File: config.mk
export PLATFORM = sky130hd
export DESIGN_NAME = fsrq_front
export DESIGN_NICKNAME = d
export VERILOG_FILES = /design/src/rtl/fsrq_pkg.sv /design/src/rtl/fsrq_front.sv
export SDC_FILE = /design/constraint.sdc
export NUM_CORES = 1
export LEC_CHECK = 0
export BUFFER_PORTS_ARGS = -buffer_cell sky130_fd_sc_hd__buf_2
export CORE_UTILIZATION = 30
export DETAILED_ROUTE_END_ITERATION = 7
export PLACE_DENSITY = 0.6
export RECOVER_POWER = 100
export SYNTH_ARGS = -nofsm -noshare
export SYNTH_HDL_FRONTEND = slang
export SYNTH_SLANG_ARGS = --single-unit
File: constraint.sdc
create_clock -name clock -period 5 [get_ports clock]
set_input_delay 0 -clock clock [delete_from_list [all_inputs] [get_ports clock]]
set_output_delay 0 -clock clock [all_outputs]
set_load 0.005 [all_outputs]
File: src/rtl/fsrq_pkg.sv
// ----------------------------------------------------------------------------
// fsrq_pkg: shared types and constants for the fair share run queue
// Command codes, status codes, field widths and the command queue entry.
// ----------------------------------------------------------------------------
package fsrq_pkg;

   localparam int MaxTasks = 32;
   localparam int SlotW    = $clog2(MaxTasks);
   localparam int CntW     = $clog2(MaxTasks + 1);
   localparam int PidW     = 16;
   localparam int VrW      = 64;
   localparam int WgtW     = 20;
   localparam int SumW     = 26;
   localparam int NiceW    = 6;
   localparam int ElapW    = 32;
   localparam int NormW    = 16;
   localparam int LatW     = 32;
   localparam int FifoDepth = 2;

   localparam logic [SumW-1:0] SumMax = {SumW{1'b1}};

   typedef enum logic [2:0] {
      CMD_ENQ   = 3'd0,
      CMD_DEQ   = 3'd1,
      CMD_PICK  = 3'd2,
      CMD_TICK  = 3'd3,
      CMD_SLICE = 3'd4,
      CMD_NICE  = 3'd5,
      CMD_NOP6  = 3'd6,
      CMD_NOP7  = 3'd7
   } cmd_type;

   typedef enum logic [2:0] {
      ST_OK    = 3'd0,
      ST_EMPTY = 3'd1,
      ST_FULL  = 3'd2,
      ST_ABSENT = 3'd3,
      ST_DUP   = 3'd4
   } status_type;

   typedef enum logic [1:0] {
      CSR_NORM = 2'd0,
      CSR_LAT  = 2'd1,
      CSR_MIN  = 2'd2
   } csr_idx_type;

   // one decoded command waiting for the back end
   typedef struct packed {
      cmd_type          cmd;
      logic [PidW-1:0]  pid;
      logic [VrW-1:0]   vr;
      logic [WgtW-1:0]  wgt;
      logic [NiceW-1:0] nice;
      logic [ElapW-1:0] elapsed;
      logic [WgtW-1:0]  extra;
   } item_type;

   typedef struct packed {
      status_type       status;
      logic [PidW-1:0]  pid;
      logic [VrW-1:0]   vr;
      logic [WgtW-1:0]  wgt;
      logic [63:0]      value;
      logic [SumW-1:0]  sum;
   } result_type;

   typedef enum logic [2:0] {
      BE_IDLE, BE_SCAN, BE_DIV, BE_APPLY
   } be_state_type;

endpackage

File: src/rtl/fsrq_front.sv
// ----------------------------------------------------------------------------
// fsrq_front: input stage and command queue
// Accepts request transactions, unpacks them and holds them in a small FIFO.
// ----------------------------------------------------------------------------
module fsrq_front (
   input  logic                 clock,
   input  logic                 reset,
   input  logic                 req_tvalid,
   output logic                 req_tready,
   input  logic [160:0]         req_tdata,
   output logic                 item_valid,
   input  logic                 item_take,
   output fsrq_pkg::item_type   item
);

   fsrq_pkg::item_type mem [fsrq_pkg::FifoDepth];
   logic [0:0] wr_ptr_ff, wr_ptr_in, rd_ptr_ff, rd_ptr_in;
   logic [1:0] count_ff, count_in;
   fsrq_pkg::item_type new_item;
   logic push, pop;

   always_comb begin
      new_item.cmd     = fsrq_pkg::cmd_type'(req_tdata[2:0]);
      new_item.pid     = req_tdata[18:3];
      new_item.vr      = req_tdata[82:19];
      new_item.wgt     = req_tdata[102:83];
      new_item.nice    = req_tdata[108:103];
      new_item.elapsed = req_tdata[140:109];
      new_item.extra   = req_tdata[160:141];
   end

   assign req_tready = (count_ff != 2'd2);
   assign push       = req_tvalid && req_tready;
   assign item_valid = (count_ff != 2'd0);
   assign pop        = item_valid && item_take;
   assign item       = mem[rd_ptr_ff];

   always_comb begin
      wr_ptr_in = push ? wr_ptr_ff + 1'b1 : wr_ptr_ff;
      rd_ptr_in = pop ? rd_ptr_ff + 1'b1 : rd_ptr_ff;
      count_in  = count_ff + {1'b0, push} - {1'b0, pop};
   end

   always_ff @(posedge clock) begin
      if (reset) begin
         wr_ptr_ff <= '0;
         rd_ptr_ff <= '0;
         count_ff  <= '0;
      end else begin
         wr_ptr_ff <= wr_ptr_in;
         rd_ptr_ff <= rd_ptr_in;
         count_ff  <= count_in;
      end
   end

   always_ff @(posedge clock) begin
      if (push) begin
         mem[wr_ptr_ff] <= new_item;
      end
   end

endmodule

Yosys cells after proc, flatten, opt, wreduce, memory -nomap -nowiden. Memory sizes are Yosys's and may differ from the RTL's. A register that Yosys moved wholly into a read port is not among the register bits. Cells that the tools add are included.

Add/sub/neg operators: 4. Equal/unequal tests: 1. Mux-type cells: 4. Reductions and logical operators: 3.

Operators by type and width (count): $mux W1 (4); $add A1 B1 Y1 const B (2); $add A2 B1 Y2 (1); $logic_and A1 B1 Y1 (2); $ne A2 B2 Y1 const B (1); $reduce_bool A2 Y1 (1); $sub A2 B1 Y2 (1).

Register bits: 4. Bits in writable memories: 322. Input port bits: 165. Output and inout port bits: 163. Logic and storage cells: 16. Memories: 1.

Memories: mem (words 2, width 161, read ports 1, clocked after memory_dff 1, write ports 1, line fsrq_front.sv:16) `fsrq_pkg::item_type mem [fsrq_pkg::FifoDepth];`.

Logic depth before layout (Yosys ltp).
Depth after elaboration: 4. Depth in mapped cells: 6. Mapped depth without buffers: 6.

Worst setup path before layout. Ideal clock, no wire load.

Path type: reg2reg. From: register count_ff[0]. To: memory mem[1][0] in the netlist's numbering, enable pin. Setup time: 0.541 ns. Data arrival time: 4.357 ns. Required time: 4.459 ns. Setup slack: 0.102 ns. Stages on the path, launching flop included: 3. Path buffers: 0. Period minus slack after synthesis: 4.898 ns. Path through: dfxtp_1 -> nand2b_1 -> and3_1.

Longest elaborated chain between the ends: 4.

RTL lines: from (decl) (line fsrq_front.sv:18) `logic [1:0] count_ff, count_in;`; from (signal assigned) (line fsrq_front.sv:52) `count_ff <= count_in;`; $ne A2 B2 Y1 (line fsrq_front.sv:32) `assign req_tready = (count_ff != 2'd2);`; named net req_tready (line fsrq_front.sv:9) `output logic req_tready,`; $logic_and A1 B1 Y1 (line fsrq_front.sv:33) `assign push = req_tvalid && req_tready;`; $mux W1 (line fsrq_front.sv:57) `if (push) begin`; $mux W1 (not written as such) (line fsrq_front.sv:58) `mem[wr_ptr_ff] <= new_item;`; to (decl) (line fsrq_front.sv:16).

The timed path passes the listed nets, and every way through them passes these cells.

Worst setup path in the final report.
From: register count_ff[0]. To: memory mem[1][130] in the netlist's numbering, enable pin.

Longest elaborated chain between the ends: 4.

RTL lines (line): $ne A2 B2 Y1 (fsrq_front.sv:32); $logic_and A1 B1 Y1 (fsrq_front.sv:33); $mux W1 (fsrq_front.sv:57); $mux W1 (not written as such) (fsrq_front.sv:58).

No other way between the ends.

==> summary.txt <==
Cells and area
  • Footprint of the multi-input gates: 1980 um2
  • Share of cells above drive strength 1: 0.292
  • Register area: between 9000 and 10,000 um2
  • Layout overhead on the synthesized area: 36.7%
  • Final nets: about 1,200
  • Fillcell total: 3,742

Min path
  • Cells on Worst Hold Path: 2
  • Hold Path Origin: req_tdata[16]
  • Min-Delay Path Class: in2reg
  • Hold EP: mem[1][155]$_DFFE_PP_

STA
  • Highest Clock Rate: roughly 290 MHz
  • Min Tclk post-route: about 3.5 ns
  • Worst Max-Slew Pin Slew: 2.64 ns
  • RSZ-0062 raised after global routing: false
  • Layout Skew: 0.0155 ns
  • Final Setup Violations: 0
  • Fin. max-slew vios: between 150 and 200
  • Final Hold Fails: 0
  • Final Cycle Share: 0.695
  • Normalized max-slew margin: -0.761
  • Fin Setup TNS: 0 ns

Synthesis
  • Sequential share of the synthesized area: 0.798
  • Synthesized cell area: 12,200 um2
  • Count leader, synth: edfxtp_1
  • Commonest cells post-synth: 322 x edfxtp_1, 90 x mux2_4, 72 x mux2_2, 11 x buf_6, 7 x buf_2
  • Synth Area per Inst: about 23 um2
  • Synth Instances: 530
  • Post-synthesis cell type count: 22
  • Largest area contributor in the netlist: edfxtp_1
  • Top cells by area, synth: edfxtp_1 79%, mux2_4 11%, mux2_2 6.6%
  • Syn_nets: roughly 700
  • Synth Register Bits: ~330
  • Yosys Warn Count: 0
  • Post-synth top area share: 0.790
  • Async set or reset register ratio after synthesis: 0
  • Post-synth EDFFs: 322
  • Ys flop type: edfxtp_1

Pwr
  • Pwr/cell area: between 400 and 500 nW/um2
  • P_leak: around 5.9 nW
  • VDD IR max: just over 0.3 mV
  • Overall power: 7.22 mW

Routing
  • Iteration-0 DRC Markers: 228
  • DRT antenna net count: 0
  • Post-Route WL: between 20 and 30 mm
  • Vias: 6,800
  • Residual DRC: 0
  • Vias per inst: between 4 and 5
  • WL per Instance: 16.5 um
  • DR pass1 iterations: 4

Status
  • Status: finished with violations
  • Failing checks: capacitance limit, slew limit

Global route
  • Vias in the first global route: approximately 7,100
  • Largest net degree at the start of global routing: 85
  • Initial antenna violation count: 4
  • First-pass GRT wire length: about 39 mm
  • GR Util All Layers: 0.123
  • GRT Residual Overflow: 0

Critical path
  • Reg2Reg Capture Point: mem[1][130]$_DFFE_PP_
  • Worst setup path class: reg2reg
  • Peak fanout along the critical path: 67
  • Worst Setup End Kind: flip-flop
  • Crit path required time: just over 5 ns
  • Reg-to-reg critical path startpoint: count_ff[0]$_SDFF_PP0_
  • R2r setup slk: between 1.5 and 2 ns
  • Reg2Reg Depth: 3
  • Worst Path Arrival: roughly 3.6 ns
  • Critical path launch point type: flip-flop

Clock network
  • Worst-skew pair later-pin latency: 0.53 ns
  • H-tree depth: 2
  • Worst-case clock buffer depth: 3
  • Root buffer cell: clkbuf_16
  • Total CTS buffers: 37
  • Clk slew on worst S/H paths: 0.06 ns
  • Post-CTS Setup Inserts: 0
  • Num Clock Sinks: around 330
  • TritonCTS clock tree: yes
  • Hold_buf cts: between 150 and 200
  • Post-CTS resize count: 0

Die
  • Cell Rows: 73
  • Die X: 204 um
  • Die Ht: about 200 um
  • Die Footprint: between 40,000 and 50,000 um2
  • Initial core utilization: 0.306
  • Core area: roughly 40,000 um2
  • IO Pins: around 330

Place
  • Final GP Congestion: between 0.7 and 0.8
  • Final HPWL DP: between 15 and 20 mm
  • Port-buffer cells: between 300 and 400

Job
  • Max_cap viols: 3
metal layers:
layer,global-route usage,up-vias,share of wire
met3,0.0438,58,0.070
met5,0,-,0.00049
met2,0.206,240,0.49
li1,-,3162,-
met1,0.143,3338,0.41
met4,0.0509,2,0.032
power by group:
group	switching (mW)	internal [mW]	total (mW)
Combinational	0.650	0.653	1.30
Sequential	0.0969	3.34	3.44
Clock	1.03	1.44	2.47
Total	1.78	5.44	7.22
placed cells by master (no fill, tap or decap), drive strengths merged, types with 2 or more instances in the layout:
master and instances:
nor2 5, diode 3, buf 187, dfxtp 5
clkinv 14, clkinvlp 2, o21ai 2, edfxtp 322
mux2 162, dlygate4sd3 165, a21bo 2, nor2b 3
clkbuf 194
cells by family (layout without fill, tap and decap cells):
group | count (synthesis) | in the layout | share of synthesized area
xor+xnor | 1 | 1 | 0.000716
other cells | 0 | 3 | 0
buf+inv | 19 | 563 | 0.0133
fa+ha+maj | 1 | 1 | 0.00102
simple gates | 13 | 13 | 0.00563
flops | 327 | 327 | 0.798
mux | 162 | 162 | 0.177
compound gates | 7 | 7 | 0.00419
layout make-up:
type / count / share of cell area
antenna: 3 / 0.000449
clock buffer: 48 / 0.0590
clock inverter: 16 / 0.00659
inverter: 1 / 0.000449
multi-input combinational: 184 / 0.118
sequential: 327 / 0.585
tap: 525 / 0.0393
timing repair buffer: 498 / 0.191
worst max-delay path, cell delays in order, from the launching register on:
cell	delay, ns
dfxtp_1	0.43
nand2b_1	0.21
and3_1	1.99
buf_12	0.39
through the flow:
stage | instances | hold slack, ns | area [um2] | utilization | setup slack, ns
floorplan | 530 | 0.0691 | 12200 | - | 0.102
global placement | 1370 | 0.187 | 14500 | 0.362 | 2.60
detailed placement | 1370 | 0.191 | 14500 | 0.362 | 2.56
CTS | 1599 | 0.141 | 17200 | 0.431 | 2.45
global route | 1602 | 0.158 | 16700 | 0.418 | 1.19
finish | 1602 | 0.184 | 16700 | 0.418 | 1.53
state kept, by name, summed over array words and instances (netlist names), named ones only:
register	count
count_ff	2
mem	322
rd_ptr_ff	1
wr_ptr_ff	1
how the worst max path moves through the flow:
stage | end | slack [ns] | startpoint | depth (start not counted)
after floorplan | mem[1][0]$_DFFE_PP_ | 0.10 | count_ff[0]$_SDFF_PP0_ | 2
after global placement | mem[0][130]$_DFFE_PP_ | 2.60 | count_ff[0]$_SDFF_PP0_ | 4
after detailed placement | mem[0][128]$_DFFE_PP_ | 2.56 | count_ff[0]$_SDFF_PP0_ | 4
after CTS | item[55] | 2.45 | flip-flop | 3
after global routing | mem[1][128]$_DFFE_PP_ | 1.19 | count_ff[0]$_SDFF_PP0_ | 3
final | mem[1][130]$_DFFE_PP_ | 1.53 | count_ff[0]$_SDFF_PP0_ | 3
Power figures use the tool's default switching activity.
